===== src/hw/rtl/skrt_pkg.sv =====
`default_nettype none
// ----------------------------------------------------------------------------
// skrt_pkg
// Shared sizes, codes and helpers of the sorted key record table.
// ----------------------------------------------------------------------------
package skrt_pkg;

  localparam int DEPTH         = 32;
  localparam int PAYLOAD_WIDTH = 64;

  localparam int KEY_W      = 32;
  localparam int PAY_PORT_W = 64;
  localparam int INDEX_W    = 5;
  localparam int COUNT_W    = 6;
  localparam int STATUS_W   = 3;
  localparam int ADDR_W     = $clog2(DEPTH);
  localparam int CNT_W      = $clog2(DEPTH + 1);
  localparam int ENTRY_W    = KEY_W + PAYLOAD_WIDTH;

  typedef enum logic [1:0] {
    CMD_INSERT = 2'd0,
    CMD_DELETE = 2'd1,
    CMD_FIND   = 2'd2,
    CMD_LIST   = 2'd3
  } cmd_t;

  typedef enum logic [STATUS_W-1:0] {
    ST_OK        = 3'd0,
    ST_DUP       = 3'd1,
    ST_NOT_FOUND = 3'd2,
    ST_FULL      = 3'd3,
    ST_EMPTY     = 3'd4
  } status_t;

  typedef enum logic [1:0] {
    S_IDLE,
    S_SCAN,
    S_SHIFT_DN,
    S_SHIFT_UP
  } state_t;

  // low bits of a position, zero extended where the position is narrower
  function automatic logic [INDEX_W-1:0] to_index(input logic [CNT_W-1:0] p);
    logic [INDEX_W-1:0] r;
    r = '0;
    for (int b = 0; b < INDEX_W; b++) begin
      if (b < CNT_W) r[b] = p[b];
    end
    return r;
  endfunction

  function automatic logic [COUNT_W-1:0] to_count(input logic [CNT_W-1:0] c);
    logic [COUNT_W-1:0] r;
    r = '0;
    for (int b = 0; b < COUNT_W; b++) begin
      if (b < CNT_W) r[b] = c[b];
    end
    return r;
  endfunction

  function automatic logic [PAY_PORT_W-1:0] ext_payload(
    input logic [PAYLOAD_WIDTH-1:0] p
  );
    logic [PAY_PORT_W-1:0] r;
    r = '0;
    for (int b = 0; b < PAYLOAD_WIDTH; b++) begin
      r[b] = p[b];
    end
    return r;
  endfunction

  function automatic logic [PAYLOAD_WIDTH-1:0] cut_payload(
    input logic [PAY_PORT_W-1:0] p
  );
    logic [PAYLOAD_WIDTH-1:0] r;
    for (int b = 0; b < PAYLOAD_WIDTH; b++) begin
      r[b] = p[b];
    end
    return r;
  endfunction

endpackage
`default_nettype wire


===== src/hw/rtl/skrt_ram.sv =====
`default_nettype none
// ----------------------------------------------------------------------------
// skrt_ram
// Generic simple dual port RAM, one write port, one registered read port.
// ----------------------------------------------------------------------------
module skrt_ram #(
  parameter int WIDTH = 8,
  parameter int DEPTH = 16
) (
  input  wire logic                     clk,
  input  wire logic                     wr_en,
  input  wire logic [$clog2(DEPTH)-1:0] wr_addr,
  input  wire logic [WIDTH-1:0]         wr_data,
  input  wire logic                     rd_en,
  input  wire logic [$clog2(DEPTH)-1:0] rd_addr,
  output logic      [WIDTH-1:0]         rd_data
);

  logic [WIDTH-1:0] mem [DEPTH];

  always_ff @(posedge clk) begin
    if (wr_en) mem[wr_addr] <= wr_data;
    if (rd_en) rd_data <= mem[rd_addr];
  end

endmodule
`default_nettype wire


===== src/hw/rtl/sorted_key_record_table_top.sv =====
`default_nettype none
// ----------------------------------------------------------------------------
// sorted_key_record_table_top
// Table of key/payload records kept in ascending key order in one RAM.
// Insert, delete, find and list commands, one command at a time.
// Find, delete and insert use a linear scan; delete and insert may then do a
//   one-entry-per-cycle shift through the single read and single write port
//   of the RAM. List gives one word per cycle once its first word is out;
//   busy is high while a command runs.
// Reset clears the entry count and control; the RAM holds no reset value.
// ----------------------------------------------------------------------------
module sorted_key_record_table_top (
  input  wire logic                              clk,
  input  wire logic                              rst,
  input  wire logic                              start,
  output logic                                   busy,
  input  wire logic [1:0]                        cmd,
  input  wire logic [skrt_pkg::KEY_W-1:0]        key,
  input  wire logic [skrt_pkg::PAY_PORT_W-1:0]   payload,
  output logic                                   strobe,
  output logic [skrt_pkg::STATUS_W-1:0]          status,
  output logic [skrt_pkg::INDEX_W-1:0]           index,
  output logic [skrt_pkg::KEY_W-1:0]             key_out,
  output logic [skrt_pkg::PAY_PORT_W-1:0]        payload_out,
  output logic [skrt_pkg::COUNT_W-1:0]           count,
  output logic                                   last
);

  localparam int AW = skrt_pkg::ADDR_W;
  localparam int CW = skrt_pkg::CNT_W;
  localparam int PW = skrt_pkg::PAYLOAD_WIDTH;
  localparam int KW = skrt_pkg::KEY_W;
  localparam int EW = skrt_pkg::ENTRY_W;

  skrt_pkg::state_t state, state_next;

  skrt_pkg::cmd_t  cmd_r, cmd_r_next;
  logic [KW-1:0]   key_r, key_r_next;
  logic [PW-1:0]   pay_r, pay_r_next;
  logic [CW-1:0]   cnt, cnt_next;
  logic [CW-1:0]   ptr, ptr_next;
  logic            pend_vld, pend_vld_next;
  logic [AW-1:0]   pend_idx, pend_idx_next;
  logic            walk, walk_next;
  logic [AW-1:0]   pos, pos_next;
  logic [KW-1:0]   hold_key, hold_key_next;
  logic [PW-1:0]   hold_pay, hold_pay_next;

  logic            rd_en, wr_en;
  logic [AW-1:0]   rd_addr, wr_addr;
  logic [EW-1:0]   rd_data, wr_data;

  logic                res_vld, res_last;
  skrt_pkg::status_t   res_status;
  logic [CW-1:0]       res_pos;
  logic [KW-1:0]       res_key;
  logic [PW-1:0]       res_pay;

  logic [KW-1:0]   cur_key;
  logic [PW-1:0]   cur_pay;
  logic            hit_eq, hit_gt, scan_end, decide, list_last, is_full, go_up, go_dn;
  logic [CW-1:0]   pend_pos;

  skrt_ram #(
    .WIDTH (EW),
    .DEPTH (skrt_pkg::DEPTH)
  ) u_store (
    .clk     (clk),
    .wr_en   (wr_en),
    .wr_addr (wr_addr),
    .wr_data (wr_data),
    .rd_en   (rd_en),
    .rd_addr (rd_addr),
    .rd_data (rd_data)
  );

  assign busy      = (state != skrt_pkg::S_IDLE);
  assign cur_key   = rd_data[EW-1:PW];
  assign cur_pay   = rd_data[PW-1:0];
  assign pend_pos  = CW'(pend_idx);
  assign hit_eq    = pend_vld && (cur_key == key_r);
  assign hit_gt    = pend_vld && (cur_key > key_r);
  assign scan_end  = !pend_vld && (ptr == cnt);
  assign decide    = hit_eq || hit_gt || scan_end;
  assign list_last = pend_vld && ((pend_pos + CW'(1)) == cnt);
  assign is_full   = (cnt == CW'(skrt_pkg::DEPTH));
  assign go_up     = (cmd_r == skrt_pkg::CMD_INSERT) && !hit_eq && !is_full && hit_gt;
  assign go_dn     = (cmd_r == skrt_pkg::CMD_DELETE) && hit_eq &&
                     ((pend_pos + CW'(1)) < cnt);

  // next state
  always_comb begin
    state_next = state;
    unique case (state)
      skrt_pkg::S_IDLE: begin
        if (start && !(skrt_pkg::cmd_t'(cmd) == skrt_pkg::CMD_LIST && cnt == '0))
          state_next = skrt_pkg::S_SCAN;
      end
      skrt_pkg::S_SCAN: begin
        if (cmd_r == skrt_pkg::CMD_LIST) begin
          if (list_last) state_next = skrt_pkg::S_IDLE;
        end else if (decide) begin
          priority if (go_up) state_next = skrt_pkg::S_SHIFT_UP;
          else if (go_dn)     state_next = skrt_pkg::S_SHIFT_DN;
          else                state_next = skrt_pkg::S_IDLE;
        end
      end
      skrt_pkg::S_SHIFT_DN,
      skrt_pkg::S_SHIFT_UP: begin
        if (!walk && !pend_vld) state_next = skrt_pkg::S_IDLE;
      end
      default: state_next = skrt_pkg::S_IDLE;
    endcase
  end

  // datapath and results
  always_comb begin
    rd_en         = 1'b0;
    rd_addr       = ptr[AW-1:0];
    wr_en         = 1'b0;
    wr_addr       = pend_idx;
    wr_data       = rd_data;
    cmd_r_next    = cmd_r;
    key_r_next    = key_r;
    pay_r_next    = pay_r;
    cnt_next      = cnt;
    ptr_next      = ptr;
    pend_vld_next = 1'b0;
    pend_idx_next = pend_idx;
    walk_next     = walk;
    pos_next      = pos;
    hold_key_next = hold_key;
    hold_pay_next = hold_pay;
    res_vld       = 1'b0;
    res_last      = 1'b1;
    res_status    = skrt_pkg::ST_OK;
    res_pos       = '0;
    res_key       = '0;
    res_pay       = '0;

    unique case (state)
      skrt_pkg::S_IDLE: begin
        if (start) begin
          cmd_r_next = skrt_pkg::cmd_t'(cmd);
          key_r_next = key;
          pay_r_next = skrt_pkg::cut_payload(payload);
          ptr_next   = '0;
          if (skrt_pkg::cmd_t'(cmd) == skrt_pkg::CMD_LIST && cnt == '0) begin
            res_vld    = 1'b1;
            res_status = skrt_pkg::ST_EMPTY;
          end
        end
      end

      skrt_pkg::S_SCAN: begin
        if (cmd_r == skrt_pkg::CMD_LIST) begin
          if (ptr < cnt) begin
            rd_en         = 1'b1;
            ptr_next      = ptr + CW'(1);
            pend_vld_next = 1'b1;
            pend_idx_next = ptr[AW-1:0];
          end
          if (pend_vld) begin
            res_vld  = 1'b1;
            res_pos  = pend_pos;
            res_key  = cur_key;
            res_pay  = cur_pay;
            res_last = list_last;
          end
        end else if (!decide) begin
          if (ptr < cnt) begin
            rd_en         = 1'b1;
            ptr_next      = ptr + CW'(1);
            pend_vld_next = 1'b1;
            pend_idx_next = ptr[AW-1:0];
          end
        end else begin
          res_vld = !(go_up || go_dn);
          unique case (cmd_r)
            skrt_pkg::CMD_INSERT: begin
              priority if (hit_eq) begin
                res_status = skrt_pkg::ST_DUP;
                res_pos    = pend_pos;
                res_key    = cur_key;
                res_pay    = cur_pay;
              end else if (is_full) begin
                res_status = skrt_pkg::ST_FULL;
              end else if (hit_gt) begin
                pos_next  = pend_idx;
                ptr_next  = cnt - CW'(1);
                walk_next = 1'b1;
              end else begin
                wr_en    = 1'b1;
                wr_addr  = cnt[AW-1:0];
                wr_data  = {key_r, pay_r};
                cnt_next = cnt + CW'(1);
                res_pos  = cnt;
                res_key  = key_r;
                res_pay  = pay_r;
              end
            end
            skrt_pkg::CMD_DELETE: begin
              if (hit_eq) begin
                hold_key_next = cur_key;
                hold_pay_next = cur_pay;
                pos_next      = pend_idx;
                if (go_dn) begin
                  ptr_next  = pend_pos + CW'(1);
                  walk_next = 1'b1;
                end else begin
                  cnt_next = cnt - CW'(1);
                  res_pos  = pend_pos;
                  res_key  = cur_key;
                  res_pay  = cur_pay;
                end
              end else begin
                res_status = skrt_pkg::ST_NOT_FOUND;
              end
            end
            skrt_pkg::CMD_FIND: begin
              if (hit_eq) begin
                res_pos = pend_pos;
                res_key = cur_key;
                res_pay = cur_pay;
              end else begin
                res_status = skrt_pkg::ST_NOT_FOUND;
              end
            end
            skrt_pkg::CMD_LIST: begin
              res_vld = 1'b0;
            end
            default: res_vld = 1'b0;
          endcase
        end
      end

      skrt_pkg::S_SHIFT_DN: begin
        if (pend_vld) begin
          wr_en   = 1'b1;
          wr_addr = pend_idx - AW'(1);
        end
        if (walk) begin
          rd_en         = 1'b1;
          pend_vld_next = 1'b1;
          pend_idx_next = ptr[AW-1:0];
          if ((ptr + CW'(1)) == cnt) walk_next = 1'b0;
          else                       ptr_next  = ptr + CW'(1);
        end
        if (!walk && !pend_vld) begin
          cnt_next = cnt - CW'(1);
          res_vld  = 1'b1;
          res_pos  = CW'(pos);
          res_key  = hold_key;
          res_pay  = hold_pay;
        end
      end

      skrt_pkg::S_SHIFT_UP: begin
        if (pend_vld) begin
          wr_en   = 1'b1;
          wr_addr = pend_idx + AW'(1);
        end
        if (walk) begin
          rd_en         = 1'b1;
          pend_vld_next = 1'b1;
          pend_idx_next = ptr[AW-1:0];
          if (ptr[AW-1:0] == pos) walk_next = 1'b0;
          else                    ptr_next  = ptr - CW'(1);
        end
        if (!walk && !pend_vld) begin
          wr_en    = 1'b1;
          wr_addr  = pos;
          wr_data  = {key_r, pay_r};
          cnt_next = cnt + CW'(1);
          res_vld  = 1'b1;
          res_pos  = CW'(pos);
          res_key  = key_r;
          res_pay  = pay_r;
        end
      end

      default: begin
        rd_en = 1'b0;
      end
    endcase
  end

  always_ff @(posedge clk) begin
    if (rst) begin
      state    <= skrt_pkg::S_IDLE;
      cnt      <= '0;
      pend_vld <= 1'b0;
      walk     <= 1'b0;
      strobe   <= 1'b0;
    end else begin
      state    <= state_next;
      cnt      <= cnt_next;
      pend_vld <= pend_vld_next;
      walk     <= walk_next;
      strobe   <= res_vld;
    end
  end

  always_ff @(posedge clk) begin
    cmd_r    <= cmd_r_next;
    key_r    <= key_r_next;
    pay_r    <= pay_r_next;
    ptr      <= ptr_next;
    pend_idx <= pend_idx_next;
    pos      <= pos_next;
    hold_key <= hold_key_next;
    hold_pay <= hold_pay_next;
    if (res_vld) begin
      status      <= res_status;
      index       <= skrt_pkg::to_index(res_pos);
      key_out     <= res_key;
      payload_out <= skrt_pkg::ext_payload(res_pay);
      count       <= skrt_pkg::to_count(cnt_next);
      last        <= res_last;
    end
  end

endmodule
`default_nettype wire

===== config.mk =====
export PLATFORM = sky130hd
export DESIGN_NAME = sorted_key_record_table_top
export DESIGN_NICKNAME = d
export VERILOG_FILES = /design/src/hw/rtl/skrt_pkg.sv /design/src/hw/rtl/skrt_ram.sv /design/src/hw/rtl/sorted_key_record_table_top.sv
export SDC_FILE = /design/constraint.sdc
export NUM_CORES = 2
export LEC_CHECK = 0
export BUFFER_PORTS_ARGS = -buffer_cell sky130_fd_sc_hd__buf_2
export CAP_MARGIN = 20
export CORE_ASPECT_RATIO = 1.5
export CORE_MARGIN = 5
export CORE_UTILIZATION = 45
export CTS_CLUSTER_SIZE = 12
export DETAILED_ROUTE_END_ITERATION = 7
export PLACE_DENSITY_LB_ADDON = 0.1
export SLEW_MARGIN = 20
export SYNTH_ARGS = -nofsm -noshare
export SYNTH_HDL_FRONTEND = slang
export SYNTH_SLANG_ARGS = --single-unit

===== constraint.sdc =====
create_clock -name clk -period 13 [get_ports clk]
set_input_delay 2.6 -clock clk [delete_from_list [all_inputs] [get_ports clk]]
set_output_delay 2.6 -clock clk [all_outputs]
set_load 0.005 [all_outputs]

---- Word level (Yosys, flattened, before mapping) ----
Memories as Yosys holds them, arrays and structs flattened. A register that Yosys moved wholly into a read port is not among the register bits.
Index checks and enable logic that the tools add are counted.
storage, ports and cells
  register bits after elaboration ......... 332
  bits in writable memories ............... 3,072
  bits of input ports ..................... 101
  output and inout bits ................... 113
  memories kept ........................... 1
cells by class
  $add $sub $neg .......................... 7
  order comparisons ....................... 3
  equal/unequal tests ..................... 42
  muxes and demuxes ....................... 144
  bitwise gates (word level) .............. 1
  reductions and logical operators ........ 38
memories
  memory       words  bits a word  read ports  clocked after Yosys merged registers in  write ports  RTL line        source
  u_store.mem  32     96           1           1                                        1            skrt_ram.sv:19  logic [WIDTH-1:0] mem [DEPTH];
operators by type and width
  cell                                          number
  two-way mux 64 bit                            11
  two-way mux 96 bit                            7
  one-hot mux 64 bit (3 select lines)           2
  two-way mux 32 bit                            11
  one-hot mux 32 bit (3 select lines)           2
  one-hot mux 96 bit (2 select lines)           1
  two-way mux 5 bit                             27
  two-way mux 6 bit                             22
  equality test 32 bit                          1
  > comparator 32 bit                           1
  two-way mux 1 bit                             30
  inequality test 5 bit, second input constant  6
  one-hot mux 5 bit (2 select lines)            3
  one-hot mux 5 bit (3 select lines)            2
  inequality test 3 bit, second input constant  9
  two-way mux 2 bit                             12
  inequality test 2 bit, second input constant  12
  one-hot mux 6 bit (2 select lines)            2
  one-hot mux 6 bit (4 select lines)            1
  equality test 6 bit                           3
  one-hot mux 6 bit (3 select lines)            1
  adder 6 x 1 -> 6 bit, second input constant   2
  logical AND 1 bit                             12
  less-than comparator 6 bit                    2
  30 further kinds                              53

---- Depth between registers and ports, before layout ----
  depth after elaboration ................. 11
  gate-level depth with buffers ........... 16
  mapped depth without buffers ............ 12

---- Cells and area by module ----
From an unflattened synthesis, not the netlist that was laid out.
second synthesis, totals
  cell total of the unflattened synthesis .. 7,042
  area, all modules ....................... 136,801.2 um^2
by module, submodules not included
  module                       times used  cells each  area each (um^2)  sequential area each (um^2)
  skrt_ram                     1           5,604       119,453.3         95,131.2
  sorted_key_record_table_top  1           1,438       17,347.9          9,859.5

---- Worst setup path before layout ----
OpenSTA, ideal clock, no wires.
  kind .................................... reg2reg
  start ................................... reg ptr[0]
  end ..................................... mem u_store.mem[13][0] in the netlist's numbering, enable pin
  setup time .............................. 787 ps
  data arrival time ....................... 12,231 ps
  required time ........................... 12,213 ps
  path slack .............................. -18 ps
  cell stages (with the launch flop) ...... 15
  path buffers ............................ 5
  period minus slack after synthesis ...... 13,018 ps
  cell sequence ........................... edfxtp_1 clkbuf_1 buf_2 buf_2 clkbuf_1 inv_1 ha_1 nand2_1 nor3_2 and3_1 clkbuf_1 a21oi_1 o32a_1 or2_2 nor4_1
on the way
  word-level cells in the longest chain between the ends .. 8
  elaborated cells between the ends (all ways) .. 11
RTL lines
  item                                     RTL line                            source
  start: declaration                       sorted_key_record_table_top.sv:41   logic [CW-1:0] ptr, ptr_next;
  start signal: assignment                 sorted_key_record_table_top.sv:308  ptr <= ptr_next;
  equality test 6 bit (*)                  sorted_key_record_table_top.sv:83   assign scan_end = !pend_vld && (ptr == cnt);
  logical AND 1 bit (*)                    sorted_key_record_table_top.sv:83
  logical OR 1 bit (*)                     sorted_key_record_table_top.sv:84   assign decide = hit_eq || hit_gt || scan_end;
  two-way mux 1 bit                        sorted_key_record_table_top.sv:170  end else if (!decide) begin
  two-way mux 1 bit                        sorted_key_record_table_top.sv:156  if (cmd_r == skrt_pkg::CMD_LIST) begin
  one-hot mux 1 bit (3 select lines)       sorted_key_record_table_top.sv:141  unique case (state)
  two-way mux 1 bit                        skrt_ram.sv:22                      if (wr_en) mem[wr_addr] <= wr_data;
  two-way mux 1 bit (implied by the code)  skrt_ram.sv:22
  end: declaration                         skrt_ram.sv:19
Every way passes the cells marked *; elsewhere a longest branch is shown, timed or not.

---- Worst setup path in the final report ----
  start ................................... reg cnt[4]
  end ..................................... mem u_store.mem[6][57] in the netlist's numbering, enable pin
on the way
  word-level cells in the longest chain between the ends .. 9
  elaborated cells between the ends (all ways) .. 19
RTL lines
  item                                     RTL line                            source
  start: declaration                       sorted_key_record_table_top.sv:40   logic [CW-1:0] cnt, cnt_next;
  start signal: assignment                 sorted_key_record_table_top.sv:297  cnt <= cnt_next;
  equality test 6 bit                      sorted_key_record_table_top.sv:86   assign is_full = (cnt == CW'(skrt_pkg::DEPTH));
  two-way mux 1 bit                        sorted_key_record_table_top.sv:186  end else if (is_full) begin
  two-way mux 1 bit                        sorted_key_record_table_top.sv:181  priority if (hit_eq) begin
  two-way mux 1 bit                        sorted_key_record_table_top.sv:179  unique case (cmd_r)
  two-way mux 1 bit                        sorted_key_record_table_top.sv:170
  two-way mux 1 bit                        sorted_key_record_table_top.sv:156
  one-hot mux 1 bit (3 select lines)       sorted_key_record_table_top.sv:141
  two-way mux 1 bit                        skrt_ram.sv:22
  two-way mux 1 bit (implied by the code)  skrt_ram.sv:22
Parallel ways exist; a longest one is shown, timed or not.

==> metrics.md <==
| Metric | Value |
|---|---|
| Outcome | `finished clean` |
| Routed Antenna Nets | `0` |
| Fill cell count | `24000` |
| Number of nets in the layout | `~7000` |
| Worst vdd ir | `slightly above 100 uV` |
| Critical path class | `reg2reg` |
| Synth top area cells | `edfxtp_1 (77%), mux4_2 (16%), nand2_1 (1.7%), clkbuf_1 (0.70%), ha_1 (0.53%)` |
| CP max FO | `46` |
| Final GP Congestion | `just under 0.9` |
| Worst setup margin | `approximately 6.6 ns` |
| Async set-reset flop share out of synthesis | `0%` |
| Top FF cell, synth | `edfxtp_1` |
| Die H | `about 680 um` |
| Port bufs | `approximately 210` |
| Starting Density | `45.2%` |
| Critical path required time | `13.48 ns` |
| CORE AREA | `around 0.30 sq mm` |
| RSZ-0062 raised after global routing | `false` |
| Leak | `about 0.048 uW` |
| Synth area leader | `edfxtp_1` |
| Via count | `about 68000` |
| Full die area | `0.314 sq mm` |
| Syn avg cell area | `about 22 sq um` |
| # rows | `247` |
| Post_cts resized | `0` |
| Num CTS Buffers | `between 300 and 400` |
| Drt wl/cell | `36.4 um` |
| Seq/Total Area, Yosys | `just under 80%` |
| CP Capture Type | `flop` |
| Post-synthesis cell type count | `85` |
| Min Hold Slack | `between 0.4 and 0.5 ns` |
| Initial drt markers | `a little under 8000` |
| H-tree Lvls | `5` |
| Pre-CTS setup slack | `around 6.7 ns` |
| Worst Tran Pin Value | `approximately 1.2 ns` |
| Design area | `around 0.15 sq mm` |
| Chip width | `459 um` |
| Worst-path clk slew | `around 0.06 ns` |
| DRC | `0` |
| CTS tree | `done` |
| Share of layout cells above drive strength 1 | `27.2%` |
| Power per cell area | `168 mW/mm^2` |
| Critical path arrival | `a little under 7 ns` |
| Hpwl dp | `around 220 mm` |
| Post-CTS setup buffers | `0` |
| CTS Hold Bufs | `0` |
| Syn nets | `between 6000 and 7000` |
| Synth top area share | `a little under 80%` |
| Longest Clk Path Bufs | `4` |
| Clk sink count | `3500` |
| Largest net degree at the start of global routing | `roughly 120` |
| Crit start category | `flop` |
| Pins Over Slew Limit | `0` |
| DR vias/cell | `around 6.2` |
| Area growth, synth to finish | `12.2%` |
| Clk root buf | `clkbuf_16` |
| Mapped Cells | `approximately 6300` |
| Slew margin rel. | `21.1%` |
| Max_cap viols | `0` |
| First-pass GRT wire length | `554 mm` |
| Clock latency on the worst-skew pair | `0.92 ns` |
| Register area | `0.105 sq mm` |
| Synth Register Bits | `3500` |
| Fin. Hold Viols | `0` |
| Ys Warns | `0` |
| Placed Area | `0.143 sq mm` |
| First-pass iteration count of the detailed router | `6` |
| Fin Clk Skew | `slightly below 0.08 ns` |
| Fin crit period | `between 6 and 7 ns` |
| Initial antenna violation count | `27` |
| Final setup vio count | `0` |
| Util after Layout | `around half` |
| GRT Util Overall | `25.0%` |
| Grt ovf | `0` |
| Multi-input combinational cell area | `around 0.03 sq mm` |
| Cell area after synthesis | `0.136 sq mm` |
| Final WL | `396 mm` |
| Post-synth EDFFs | `3489` |
| Ports | `around 210` |
| Worst Hold Class | `reg2reg` |
| Achievable Freq | `between 0.15 and 0.2 GHz` |
| Tcrit/Tclk final | `about half` |
| Vias in the first global route | `approximately 70000` |
report_power, final:
part	internal, uW	leakage, uW	switching [uW]	total [uW]
Sequential	12900	0.0316	114	13000
Combinational	1410	0.0118	2070	3480
Clock	5050	0.00476	4090	9130
Total	19400	0.0482	6270	25600
worst max-delay path: stages, from the launching register on:
cell      delay (ns)
dfxtp_1         0.63
clkinv_1        0.42
ha_1            0.43
nand4_1         0.17
nor3_2          0.51
and3_2          0.71
a21oi_1         0.15
o32a_1          0.39
nor2_1          0.18
nand3_1         0.25
nor3_2          0.21
buf_4           0.77
buf_4           0.98
state kept, by name (all words and copies together), names as in the netlist, 6 cells and up:
| register | count |
|---|---|
| hold_pay | 64 |
| ptr | 6 |
| cnt | 6 |
| payload_out | 64 |
| pay_r | 64 |
| key_r | 32 |
| hold_key | 32 |
| key_out | 32 |
| u_store.rd_data | 96 |
| u_store.mem | 3072 |
| count | 6 |
final timing paths:
path | from | endpoint | slack [ns] | cells after the start
worst min register to register | u_store.rd_data[64] | hold_key[0] | 0.48 | 0
worst max-delay path | cnt[4] | u_store.mem[6][57] | 6.65 | 12
worst min-delay path | u_store.rd_data[64] | hold_key[0] | 0.48 | 0
worst max register to register | cnt[4] | u_store.mem[6][57] | 6.65 | 12
layout make-up:
cell class | instances | area share [%]
Sequential cell | 3500 | 68.7
Multi-Input combinational cell | 2384 | 19.6
Clock buffer | 437 | 6.05
Tap cell | 3984 | 3.26
Timing Repair Buffer | 414 | 1.81
Clock inverter | 67 | 0.349
Inverter | 94 | 0.241
Antenna cell | 6 | 0.00982
through the flow:
stage	setup TNS, ns	instances	total power (uW)
final	0	10900	25600
after global routing	0	10900	26500
after CTS	0	10900	25900
after detailed placement	0	10400	16800
after global placement	0	10400	16800
after floorplan	-6.78	6326	15500
synth_stat cells (33+ instances only):
cell	n
a21oi_1	116
a221o_1	33
a22oi_1	61
buf_1	82
clkbuf_1	254
edfxtp_1	3489
ha_1	58
inv_1	90
mux4_2	960
nand2_1	627
nand3_1	50
nor2_1	62
o21ai_0	86
cells in the final DEF, fill, tap and decap left out, drive strengths merged, types with 32 or more instances in the layout:
| master | instances |
|---|---|
| o21ai | 103 |
| ha | 58 |
| a22oi | 62 |
| a221o | 33 |
| edfxtp | 3489 |
| inv | 100 |
| a21oi | 117 |
| clkbuf | 437 |
| nand3 | 50 |
| nor3 | 32 |
| nor2 | 62 |
| nand2 | 627 |
| mux4 | 960 |
| clkinv | 57 |
| buf | 414 |
per-layer routing:
metal	GRT usage [%]	wire [um]
met1	34.7	160000
met2	41.7	198000
met3	4.04	26800
met4	6.78	11300
met5	0	63
kinds of logic (layout without fill, tap and decap cells):
group,after synthesis,after routing,synth area share (%)
XOR/XNOR,26,26,0.167
adder cells (fa/ha/maj),58,58,0.533
flip-flops,3500,3500,77.1
AND/OR/NAND/NOR,871,871,2.72
other,0,6,0
AO/OA/AOI/OAI,460,460,2.33
buffers and inverters,442,1012,1.23
multiplexers,969,969,15.9
Power figures use the tool's default switching activity.
